$ cat src/rtl/owtr_pkg.sv
// ----------------------------------------------------------------------------
// owtr_pkg - shared types and constants of the 1-Wire temperature reader
// Timing register map, command bytes and the per-tick result layout.
// ----------------------------------------------------------------------------
package owtr_pkg;

  localparam int CFG_INDEX_W = 4;
  localparam int CFG_DATA_W  = 16;
  localparam int TIMER_W     = 16;
  localparam int TEMP_W      = 16;

  // timing register indexes
  typedef enum logic [CFG_INDEX_W-1:0] {
    CFG_RESET_LOW     = 4'd0,
    CFG_PRESENCE_WAIT = 4'd1,
    CFG_RESET_TAIL    = 4'd2,
    CFG_RECOVERY      = 4'd3,
    CFG_WRITE_LOW     = 4'd4,
    CFG_SLOT_HOLD     = 4'd5,
    CFG_READ_LOW      = 4'd6,
    CFG_READ_RELEASE  = 4'd7
  } cfg_index_t;

  localparam logic [13:0] RESET_LOW_DEF     = 14'd700;
  localparam logic [9:0]  PRESENCE_WAIT_DEF = 10'd75;
  localparam logic [9:0]  RESET_TAIL_DEF    = 10'd495;
  localparam logic [15:0] RECOVERY_DEF      = 16'd10000;
  localparam logic [5:0]  WRITE_LOW_DEF     = 6'd3;
  localparam logic [7:0]  SLOT_HOLD_DEF     = 8'd60;
  localparam logic [5:0]  READ_LOW_DEF      = 6'd5;
  localparam logic [5:0]  READ_RELEASE_DEF  = 6'd10;

  typedef struct packed {
    logic [13:0] reset_low_us;
    logic [9:0]  presence_wait_us;
    logic [9:0]  reset_tail_us;
    logic [15:0] recovery_us;
    logic [5:0]  write_low_us;
    logic [7:0]  slot_hold_us;
    logic [5:0]  read_low_us;
    logic [5:0]  read_release_us;
  } timing_t;

  // sequence steps
  localparam logic [2:0] STEP_RESET_A  = 3'd0;
  localparam logic [2:0] STEP_SKIP_A   = 3'd1;
  localparam logic [2:0] STEP_CONVERT  = 3'd2;
  localparam logic [2:0] STEP_RESET_B  = 3'd3;
  localparam logic [2:0] STEP_SKIP_B   = 3'd4;
  localparam logic [2:0] STEP_READ_CMD = 3'd5;
  localparam logic [2:0] STEP_READ_LO  = 3'd6;
  localparam logic [2:0] STEP_READ_HI  = 3'd7;

  localparam logic [7:0] CMD_SKIP_ROM = 8'hCC;
  localparam logic [7:0] CMD_CONVERT  = 8'h44;
  localparam logic [7:0] CMD_READ_SP  = 8'hBE;

  function automatic logic [7:0] cmd_byte(input logic [2:0] step);
    logic [7:0] b;
    case (step)
      STEP_SKIP_A, STEP_SKIP_B: b = CMD_SKIP_ROM;
      STEP_CONVERT:             b = CMD_CONVERT;
      STEP_READ_CMD:            b = CMD_READ_SP;
      default:                  b = 8'h00;
    endcase
    return b;
  endfunction

  // one tick's result, drive_enable in bit 0
  typedef struct packed {
    logic              presence_ok;
    logic [TEMP_W-1:0] temperature_raw;
    logic              done_res;
    logic              busy_res;
    logic              drive_level;
    logic              drive_enable;
  } result_t;

  localparam int RESULT_W = $bits(result_t);
  localparam int M_DATA_W = ((RESULT_W + 7) / 8) * 8;

endpackage

$ cat src/rtl/owtr_cfg_regs.sv
// ----------------------------------------------------------------------------
// owtr_cfg_regs - timing register file
// Holds the eight slot timings; writes past the map are dropped.
// ----------------------------------------------------------------------------
module owtr_cfg_regs (
  input  logic                             clk,
  input  logic                             rst,
  input  logic                             cfg_valid,
  output logic                             cfg_ready,
  input  logic [owtr_pkg::CFG_INDEX_W-1:0] cfg_index,
  input  logic [owtr_pkg::CFG_DATA_W-1:0]  cfg_data,
  output owtr_pkg::timing_t                timing
);

  assign cfg_ready = 1'b1;

  always_ff @(posedge clk) begin
    if (rst) begin
      timing.reset_low_us     <= owtr_pkg::RESET_LOW_DEF;
      timing.presence_wait_us <= owtr_pkg::PRESENCE_WAIT_DEF;
      timing.reset_tail_us    <= owtr_pkg::RESET_TAIL_DEF;
      timing.recovery_us      <= owtr_pkg::RECOVERY_DEF;
      timing.write_low_us     <= owtr_pkg::WRITE_LOW_DEF;
      timing.slot_hold_us     <= owtr_pkg::SLOT_HOLD_DEF;
      timing.read_low_us      <= owtr_pkg::READ_LOW_DEF;
      timing.read_release_us  <= owtr_pkg::READ_RELEASE_DEF;
    end else if (cfg_valid && cfg_ready) begin
      case (cfg_index)
        owtr_pkg::CFG_RESET_LOW:     timing.reset_low_us     <= cfg_data[13:0];
        owtr_pkg::CFG_PRESENCE_WAIT: timing.presence_wait_us <= cfg_data[9:0];
        owtr_pkg::CFG_RESET_TAIL:    timing.reset_tail_us    <= cfg_data[9:0];
        owtr_pkg::CFG_RECOVERY:      timing.recovery_us      <= cfg_data;
        owtr_pkg::CFG_WRITE_LOW:     timing.write_low_us     <= cfg_data[5:0];
        owtr_pkg::CFG_SLOT_HOLD:     timing.slot_hold_us     <= cfg_data[7:0];
        owtr_pkg::CFG_READ_LOW:      timing.read_low_us      <= cfg_data[5:0];
        owtr_pkg::CFG_READ_RELEASE:  timing.read_release_us  <= cfg_data[5:0];
        default: ;
      endcase
    end
  end

endmodule

$ cat src/rtl/owtr_seq.sv
// ----------------------------------------------------------------------------
// owtr_seq - 1-Wire bus sequencer
// Steps once per accepted tick; result reflects the phase before the step.
// ----------------------------------------------------------------------------
module owtr_seq (
  input  logic                    clk,
  input  logic                    rst,
  input  logic                    adv,
  input  logic                    start_req,
  input  logic                    line_sample,
  input  owtr_pkg::timing_t       timing,
  output owtr_pkg::result_t       result
);

  typedef enum logic [3:0] {
    P_IDLE, P_RST_LOW, P_RST_REL, P_RST_TAIL, P_RECOV,
    P_WR_LOW, P_WR_HOLD, P_RD_LOW, P_RD_REL, P_RD_TAIL, P_DONE
  } phase_t;

  phase_t                         phase, phase_next;
  logic [owtr_pkg::TIMER_W-1:0]   tick_timer, tick_timer_next;
  logic [2:0]                     bit_index, bit_index_next;
  logic [2:0]                     step_index, step_index_next;
  logic [owtr_pkg::TEMP_W-1:0]    read_shift, read_shift_next;
  logic [owtr_pkg::TEMP_W-1:0]    held_result, held_result_next;
  logic                           presence_flag, presence_flag_next;

  logic [owtr_pkg::TIMER_W-1:0]   len, dur;
  logic                           more;
  logic [7:0]                     cmd_now;
  logic                           wbit;
  logic [2:0]                     step_inc;
  phase_t                         step_first, slot_first;

  assign cmd_now  = owtr_pkg::cmd_byte(step_index);
  assign wbit     = cmd_now[bit_index];
  assign step_inc = step_index + 3'd1;

  // result from the phase at the start of the tick
  always_comb begin
    result.drive_enable    = 1'b1;
    result.drive_level     = 1'b1;
    case (phase)
      P_RST_LOW, P_WR_LOW, P_RD_LOW: result.drive_level  = 1'b0;
      P_WR_HOLD:                     result.drive_level  = wbit;
      P_RST_TAIL, P_RD_TAIL:         result.drive_enable = 1'b0;
      default: ;
    endcase
    result.busy_res        = (phase != P_IDLE) && (phase != P_DONE);
    result.done_res        = (phase == P_DONE);
    result.temperature_raw = held_result;
    result.presence_ok     = presence_flag;
  end

  always_comb begin
    case (phase)
      P_RST_LOW:  len = {2'b0, timing.reset_low_us};
      P_RST_REL:  len = {6'b0, timing.presence_wait_us};
      P_RST_TAIL: len = {6'b0, timing.reset_tail_us};
      P_RECOV:    len = timing.recovery_us;
      P_WR_LOW:   len = {10'b0, timing.write_low_us};
      P_WR_HOLD,
      P_RD_TAIL:  len = {8'b0, timing.slot_hold_us};
      P_RD_LOW:   len = {10'b0, timing.read_low_us};
      P_RD_REL:   len = {10'b0, timing.read_release_us};
      default:    len = '0;
    endcase
    dur  = (len == '0) ? owtr_pkg::TIMER_W'(1) : len;
    more = ({1'b0, tick_timer} + 17'd1) < {1'b0, dur};
  end

  // first phase of the following step, and of a following bit
  always_comb begin
    if (step_inc == owtr_pkg::STEP_RESET_B)
      step_first = P_RST_LOW;
    else if (step_inc >= owtr_pkg::STEP_READ_LO)
      step_first = P_RD_LOW;
    else
      step_first = P_WR_LOW;
    slot_first = (step_index >= owtr_pkg::STEP_READ_LO) ? P_RD_LOW : P_WR_LOW;
  end

  always_comb begin
    phase_next         = phase;
    tick_timer_next    = tick_timer;
    bit_index_next     = bit_index;
    step_index_next    = step_index;
    read_shift_next    = read_shift;
    held_result_next   = held_result;
    presence_flag_next = presence_flag;
    if (adv) begin
      if (phase == P_RST_TAIL && tick_timer == '0 &&
          step_index == owtr_pkg::STEP_RESET_A)
        presence_flag_next = !line_sample;
      if (phase == P_RD_TAIL && tick_timer == '0)
        read_shift_next = {line_sample, read_shift[owtr_pkg::TEMP_W-1:1]};
      case (phase)
        P_IDLE: begin
          if (start_req) begin
            step_index_next = '0;
            bit_index_next  = '0;
            read_shift_next = '0;
            tick_timer_next = '0;
            phase_next      = P_RST_LOW;
          end
        end
        P_DONE: begin
          tick_timer_next = '0;
          phase_next      = P_IDLE;
        end
        default: begin
          if (more) begin
            tick_timer_next = tick_timer + owtr_pkg::TIMER_W'(1);
          end else begin
            tick_timer_next = '0;
            case (phase)
              P_RST_LOW:  phase_next = P_RST_REL;
              P_RST_REL:  phase_next = P_RST_TAIL;
              P_RST_TAIL: phase_next = P_RECOV;
              P_WR_LOW:   phase_next = P_WR_HOLD;
              P_RD_LOW:   phase_next = P_RD_REL;
              P_RD_REL:   phase_next = P_RD_TAIL;
              default: begin
                // recovery ends a step; hold and read tail end a bit
                if (phase == P_RECOV || bit_index == 3'd7) begin
                  bit_index_next = '0;
                  if (step_index == owtr_pkg::STEP_READ_HI) begin
                    held_result_next = read_shift_next;
                    step_index_next  = '0;
                    phase_next       = P_DONE;
                  end else begin
                    step_index_next = step_inc;
                    phase_next      = step_first;
                  end
                end else begin
                  bit_index_next = bit_index + 3'd1;
                  phase_next     = slot_first;
                end
              end
            endcase
          end
        end
      endcase
    end
  end

  always_ff @(posedge clk) begin
    if (rst) begin
      phase         <= P_IDLE;
      tick_timer    <= '0;
      bit_index     <= '0;
      step_index    <= '0;
      read_shift    <= '0;
      held_result   <= '0;
      presence_flag <= 1'b0;
    end else begin
      phase         <= phase_next;
      tick_timer    <= tick_timer_next;
      bit_index     <= bit_index_next;
      step_index    <= step_index_next;
      read_shift    <= read_shift_next;
      held_result   <= held_result_next;
      presence_flag <= presence_flag_next;
    end
  end

  a_done_to_idle: assert property (@(posedge clk) disable iff (rst)
    (adv && phase == P_DONE) |=> (phase == P_IDLE))
    else $error("done tick not followed by idle");

  a_idle_clean: assert property (@(posedge clk) disable iff (rst)
    (phase == P_IDLE) |-> (step_index == 3'd0 && bit_index == 3'd0))
    else $error("idle with stale step or bit index");

  a_presence: assert property (@(posedge clk) disable iff (rst)
    (adv && phase == P_RST_TAIL && tick_timer == '0 &&
     step_index == owtr_pkg::STEP_RESET_A) |=> (presence_flag == !$past(line_sample)))
    else $error("presence flag not taken from first reset sample");

  a_result_hold: assert property (@(posedge clk) disable iff (rst)
    (adv && phase != P_RD_TAIL) |=> $stable(held_result))
    else $error("result changed outside the last read slot");

endmodule

$ cat src/rtl/onewire_temperature_reader_core.sv
// ----------------------------------------------------------------------------
// onewire_temperature_reader_core - 1-Wire master reading one sensor
// Runs reset/presence, Skip ROM + Convert T, reset, Skip ROM + Read
// Scratchpad, then reads the two temperature bytes, one tick at a time.
// ----------------------------------------------------------------------------
//
//   channel  dir  payload                                    transfer when
//   s_*      in   tick: start_req, line_sample               s_tvalid & s_tready
//   m_*      out  pin drive, busy, done, temperature, pres.  m_tvalid & m_tready
//   cfg_*    in   timing register index + value              cfg_valid & cfg_ready
//
// Each tick transfer gives one result transfer; one tick per clock with m_tready high.
// The sequencer steps on the accepting edge, which also loads the result
// register; the result is offered on m_* from the next cycle.
// s_tready = !m_tvalid || m_tready: a stalled m side holds one result and
// then backpressures the input. Reset returns the sequencer to idle (pin
// high), clears result and presence, restores default timings; cfg_ready is high.
//
module onewire_temperature_reader_core (
  input  logic                             clk,
  input  logic                             rst,
  // tick input
  input  logic                             s_tvalid,
  output logic                             s_tready,
  input  logic [7:0]                       s_tdata,   // [0] start_req, [1] line_sample
  // per-tick result
  output logic                             m_tvalid,
  input  logic                             m_tready,
  // [0] drive_enable, [1] drive_level, [2] busy_res, [3] done_res,
  // [19:4] temperature_raw, [20] presence_ok, rest zero
  output logic [owtr_pkg::M_DATA_W-1:0]    m_tdata,
  // timing register writes
  input  logic                             cfg_valid,
  output logic                             cfg_ready,
  input  logic [owtr_pkg::CFG_INDEX_W-1:0] cfg_index,
  input  logic [owtr_pkg::CFG_DATA_W-1:0]  cfg_data
);

  owtr_pkg::timing_t timing;
  owtr_pkg::result_t result;
  logic              adv;

  // a tick is taken whenever the output register can accept its result
  assign s_tready = !m_tvalid || m_tready;
  assign adv      = s_tvalid && s_tready;

  owtr_cfg_regs u_cfg (
    .clk       (clk),
    .rst       (rst),
    .cfg_valid (cfg_valid),
    .cfg_ready (cfg_ready),
    .cfg_index (cfg_index),
    .cfg_data  (cfg_data),
    .timing    (timing)
  );

  owtr_seq u_seq (
    .clk         (clk),
    .rst         (rst),
    .adv         (adv),
    .start_req   (s_tdata[0]),
    .line_sample (s_tdata[1]),
    .timing      (timing),
    .result      (result)
  );

  // output register
  always_ff @(posedge clk) begin
    if (rst) begin
      m_tvalid <= 1'b0;
    end else if (adv) begin
      m_tvalid <= 1'b1;
    end else if (m_tready) begin
      m_tvalid <= 1'b0;
    end
  end

  always_ff @(posedge clk) begin
    if (adv) begin
      m_tdata <= owtr_pkg::M_DATA_W'(result);
    end
  end

  a_load_on_transfer: assert property (@(posedge clk) disable iff (rst)
    adv |=> m_tvalid)
    else $error("accepted tick produced no result");

  a_no_overwrite: assert property (@(posedge clk) disable iff (rst)
    (m_tvalid && !m_tready) |-> !s_tready)
    else $error("input taken while result stalled");

  a_pad_zero: assert property (@(posedge clk) disable iff (rst)
    m_tvalid |-> (m_tdata[owtr_pkg::M_DATA_W-1:owtr_pkg::RESULT_W] == '0))
    else $error("result padding not zero");

endmodule

$ cat config.mk
export PLATFORM = sky130hd
export DESIGN_NAME = onewire_temperature_reader_core
export DESIGN_NICKNAME = d
export VERILOG_FILES = /design/src/rtl/owtr_pkg.sv /design/src/rtl/owtr_cfg_regs.sv /design/src/rtl/owtr_seq.sv /design/src/rtl/onewire_temperature_reader_core.sv
export SDC_FILE = /design/constraint.sdc
export NUM_CORES = 1
export LEC_CHECK = 0
export ABC_AREA = 1
export BUFFER_PORTS_ARGS = -buffer_cell sky130_fd_sc_hd__buf_2
export CORE_MARGIN = 1
export CORE_UTILIZATION = 25
export CTS_CLUSTER_DIAMETER = 50
export DETAILED_ROUTE_END_ITERATION = 16
export MAX_ROUTING_LAYER = met4
export PLACE_DENSITY = 0.52
export SLEW_MARGIN = 20
export SYNTH_ARGS = -nofsm -noshare
export SYNTH_HDL_FRONTEND = slang
export SYNTH_SLANG_ARGS = --single-unit
$ cat constraint.sdc
create_clock -name clk -period 8.9 [get_ports clk]
set_input_delay 0.89 -clock clk [delete_from_list [all_inputs] [get_ports clk]]
set_output_delay 0.89 -clock clk [all_outputs]
set_load 0.005 [all_outputs]
# Word-level counts from Yosys, hierarchy flattened
# Index checks and enable logic that the tools add are counted.
[word_totals]
reg_bits = 157
latch_bits = 0
ramBits = 0
romBits = 0
n_memories = 0
[classes]
n_addsub = 4
mul = 0
div = 0
magnitude_cmp = 4
eq_ne = 29
shift = 0
muxes = 34
bitwise = 4
reduce_logical = 37
[ops]
columns = ["op", "n"]
rows = [
  ["16-bit one-hot mux with 8 select lines", 1],
  ["16-bit two-way mux", 6],
  ["4-bit by 3-bit equality test with 1-bit output, second input constant", 8],
  ["16-bit zero test", 2],
  ["16-bit one-hot mux with 2 select lines", 1],
  ["3-bit two-way mux", 8],
  ["4-bit one-hot mux with 6 select lines", 1],
  ["8-bit one-hot mux with 3 select lines", 1],
  ["4-bit two-way mux", 5],
  ["2-bit AND reduction", 10],
  ["16-bit by 1-bit adder with 17-bit output, second input constant", 1],
  ["17-bit by 16-bit less-than comparator with 1-bit output", 1],
  ["16-bit by 1-bit adder with 16-bit output, second input constant", 1],
  ["4-bit by 2-bit equality test with 1-bit output, second input constant", 4],
  ["3-bit equality test, second input constant", 4],
  ["4-bit equality test, second input constant", 3],
  ["3-bit one-hot mux with 2 select lines", 2],
  ["6-bit AND reduction", 2],
  ["4-bit by 1-bit equality test with 1-bit output, second input constant", 2],
  ["4-bit zero test", 2],
  ["4-bit one-hot mux with 2 select lines", 1],
  ["2-bit OR reduction", 4],
  ["3-bit by 1-bit adder with 3-bit output, second input constant", 2],
  ["3-bit by 2-bit equality test with 1-bit output, second input constant", 2],
  ["22 further kinds", 38],
]

# Depth between registers and ports, before layout
[logic_depth]
depth_word = 9
ltp_mapped = 23
mapped_depth_nobuf = 21

# Hierarchy
# From an unflattened synthesis, not the netlist that was laid out.
[hier_totals]
cells_unflattened = 1182
hier_area_um2 = 7961.4
[by_module_without_submodules]
columns = ["mod", "n_inst", "cells_per_inst", "area_each_um2"]
rows = [
  ["owtr_seq", 1, 725, 4279.1],
  ["owtr_cfg_regs", 1, 426, 2977.9],
  ["onewire_temperature_reader_core", 1, 31, 704.4],
]

# Worst setup path after synthesis
# OpenSTA, ideal clock, no wires.
[synth_timing]
kind = "register to register"
from = "register u_seq.tick_timer[0] in the netlist's numbering"
to = "register u_seq.held_result[11] in the netlist's numbering"
t_arrival_ns = 3.052
required_ns = 8.784
setup_slack_ns = 5.732
stages_incl_launch_ff = 23
n_path_buf = 1
cell_sequence = "dfxtp_1 ha_1 nand3_1 nand3b_1 nor2_1 nand3_1 nor2_1 xor2_1 inv_1 ha_1 a21oi_1 o21ai_0 a21oi_1 nor2_1 o21ai_0 nand3b_1 nor2_1 nand2_1 nand2_2 inv_2 buf_4 nor2_1 nor2_1"
[synth_via]
elab_chain_cells = 4
elab_cells_between_ends = 7
cone_classes = "add/sub (1); order compare (1); mux (1); bitwise (1); reduce/logical (3)"
[synth_rtl]
columns = ["item", "line_no", "source"]
rows = [
  ["start, declared", "owtr_seq.sv:21", "logic [owtr_pkg::TIMER_W-1:0] tick_timer, tick_timer_next;"],
  ["start signal, assigned", "owtr_seq.sv:158", "tick_timer <= tick_timer_next;"],
  ["16-bit by 1-bit adder with 17-bit output", "owtr_seq.sv:69", "more = ({1'b0, tick_timer} + 17'd1) < {1'b0, dur};"],
  ["17-bit by 16-bit less-than comparator with 1-bit output", "owtr_seq.sv:69", ""],
  ["1-bit inverter (no source line)", "-", ""],
  ["6-bit AND reduction (no source line)", "-", ""],
  ["end signal, assigned", "owtr_seq.sv:162", "held_result <= held_result_next;"],
  ["end, declared", "owtr_seq.sv:25", "logic [owtr_pkg::TEMP_W-1:0] held_result, held_result_next;"],
]
# Parallel ways exist; a longest one is shown, timed or not.
# A chain may end at the register's enable or synchronous reset.

# Worst setup path in the final report
[layout_timing]
from = "register u_seq.tick_timer[0] in the netlist's numbering"
to = "register u_seq.held_result[13] in the netlist's numbering"
# Same word-level chain as after synthesis.

==> impl_results.md <==
- Run status: completed
- Post-synthesis xor/xnor area fraction: 1.043%
- Crit start category: flop
- Asr flop ratio synth: 0%
- HP Class: flop to flop
- Core area: 29720 µm²
- Via/cell ratio: 4.397
- Area Growth Syn to Fin: 15.94%
- Complex-gate fraction of the synthesized area: 10.59%
- Flop2flop setup slack: 5.04 ns
- CP Launch Point: u_seq.tick_timer[0]
- Flops & latches, synth: 157
- Fmax: 258.9 MHz
- Slew headroom: 34.40%
- Most common cell in the synthesized netlist: nand2_1
- Final wirelength: 19.39 mm
- FILL cells: 3275
- Final hold vios: 0
- Min Hold Slack: 0.4306 ns
- Final Max Tran Viols: 0
- Resize count post-CTS: 0
- Fraction of the mapped netlist area in adder cells: 4.137%
- Post-synthesis sequential area ratio: 44.35%
- Avg WL per Cell: 12.75 µm
- Synth warn: 0
- DRC violations left: 0
- # clock sinks: 157
- CTS Buf Count: 17
- Largest net degree at the start of global routing: 87
- Period utilisation layout: 43.39%
- Synth Area in Simple Gates: 31.38%
- Clk_lat worst skew: 0.44 ns
- Final TNS setup: 0 ns
- Root buf cell: clkbuf_16
- Worst slew pin tran: 0.9830 ns
- Mapped Area: 7561 µm²
- Most frequent cells after synthesis: nand2_1 (276), nor2_1 (194), dfxtp_1 (136)
- Initial core utilization: 25.44%
- Total track usage: 13.33%
- Initial DRT Pass Iterations: 4
- Reg-to-Reg Start: u_seq.tick_timer[0]
- Post-synthesis cell count: 1083
- Top cells by area, synth: dfxtp_1 (36%), nand2_1 (14%), nor2_1 (9.6%)
- Post-synthesis mux area share: 0.2979%
- Max-cap viol count: 0
- Storage cell area: 3353 µm²
- Reg clk slew, reported paths: 0.06 ns
- Worst Clk Skew: 0.01228 ns
- Die Y-Extent: 175.9 µm
- Vias in the first global route: 6043
- Share of layout cells above drive strength 1: 9.469%
- Final Net Count: 1175
- DRT iter0 DRCs: 409
- LEAKAGE: 3.906 nW
- Min cycle time layout: 3.862 ns
- RSZ-0062 raised after global routing: no
- I/O pins: 60
- VDD IR max: 0.1245 mV
- Design Area, Final: 8766 µm²
- Via Count: 6684
- TritonCTS clock tree: done
- Biggest area consumer among synthesized cells: dfxtp_1
- GRT Residual Overflow: 0
- Top cell type's share of synthesized area: 36.01%
- ANT cells: 0
- DIE AREA: 30940 µm²
- # Post-CTS Setup Buffers: 0
- # rows: 63
- Critical path class: flop to flop
- Die width: 175.9 µm
- DP Wirelength: 13.23 mm
- Prevailing post-synth register cell: dfxtp_1
- CP max FO: 17
- Total power: 2.237 mW
- Hold path start: u_seq.held_result[11]
- Mean Syn Cell Area: 6.982 µm²
- Post-route ant nets: 0
- Post-synth EDFFs: 21
- Crit path DAT: 4.19 ns
- Placer's final routability congestion estimate: 0.8005
- Port buffer count: 49
- Antenna violations before repair: 0
- Data required time at the worst endpoint: 9.22 ns
- Cell Pwr Density: 255.2 nW/µm²
- H-tree Lvls: 4
- Global-route wire length before repair: 31.68 mm
- Worst setup EP type: flop
- Hold Buf Count CTS: 0
- Final setup fails: 0
- Clock Tree Buf Depth: 2
- Largest family of logic cells by synthesized area: simple AND/OR/NAND/NOR gates
- Netlist cell types: 35
- Area occupied by multi-input gates: 3610 µm²
- DP Area: 8158 µm²
cells in the final DEF (no fill, tap or decap), drive strengths merged:
cell / n
conb: 4
nand3b: 4
edfxtp: 21
o21ai: 80
a22oi: 1
bufinv: 2
buf: 56
nand3: 72
dfxtp: 136
o22ai: 1
a21oi: 66
nand4: 15
clkbuf: 17
ha: 25
nor3: 6
o211ai: 4
mux2: 2
clkinvlp: 2
nand2: 280
nor2: 197
xor2: 9
inv: 115
clkinv: 7
o31ai: 1
o21ba: 1
a32oi: 1
nor3b: 1
nor4: 4
cell families after synthesis:
| kind of cell | Yosys count |
|---|---|
| mux | 2 |
| other cells | 2 |
| simple gates | 579 |
| fa+ha+maj | 25 |
| buf+inv | 154 |
| compound gates | 155 |
| flops | 157 |
| xor+xnor | 9 |
final timing paths:
path,endpoint,cells after the start
setup / recovery,u_seq.held_result[13],21
hold / removal,m_tdata[15],0
setup reg to reg,u_seq.held_result[13],21
hold reg to reg,m_tdata[15],0
power by group:
part / switching [mW] / total, mW / leakage [nW] / internal, mW
clock: 0.330 / 0.754 / 0.291 / 0.423
sequential: 0.0313 / 0.789 / 1.31 / 0.758
combinational: 0.484 / 0.694 / 2.31 / 0.209
total: 0.846 / 2.24 / 3.91 / 1.39
worst max-delay path, stage by stage (launching register included):
cell,delay (ns)
dfxtp_1,0.38
ha_1,0.20
nand3_1,0.12
nand3b_1,0.20
nor2_1,0.20
nand3_1,0.15
nor2_1,0.18
xor2_1,0.16
inv_1,0.08
ha_1,0.31
a21oi_1,0.11
o21ai_0,0.10
a21oi_1,0.14
nor2_1,0.05
o21ai_0,0.15
nand3b_1,0.12
nor2_1,0.33
nand2_1,0.12
nand2_2,0.27
inv_2,0.21
nor2_1,0.13
nor2_1,0.05
flip-flops by register name, summed over array words and instances, names as in the netlist:
name,count
u_seq.bit_index,3
u_seq.tick_timer,16
u_seq.step_index,3
u_seq.held_result,16
m_tvalid,1
u_seq.phase,4
m_tdata,21
u_seq.presence_flag,1
u_seq.read_shift,16
u_cfg.timing,76
per-layer routing:
metal | track usage [%] | part of all wire (%) | up-vias
met5 | - | 0 | -
met4 | 4.094 | 1.4 | 0
met3 | 2.468 | 4.1 | 21
met2 | 20.37 | 44 | 143
met1 | 17.73 | 50 | 2995
li1 | - | - | 3525
per-stage QoR:
| stage | utilization (%) | setup WS, ns | cells |
|---|---|---|---|
| after floorplan | - | 5.732 | 1085 |
| after global placement | 27.45 | 4.507 | 1488 |
| after detailed placement | 27.45 | 4.520 | 1488 |
| after CTS | 29.47 | 4.927 | 1520 |
| after global routing | 29.50 | 4.536 | 1520 |
| final | 29.50 | 5.038 | 1520 |
cell type report:
class                   instances  share of cell area [%]
clock buffers                  17                   4.853
repair buffers                 56                   3.397
well taps                     390                   5.567
multi-input cells             774                   41.18
inverters                     111                   4.753
flip-flops and latches        157                   38.25
clock inverters                15                   1.998
Power figures use the tool's default switching activity.
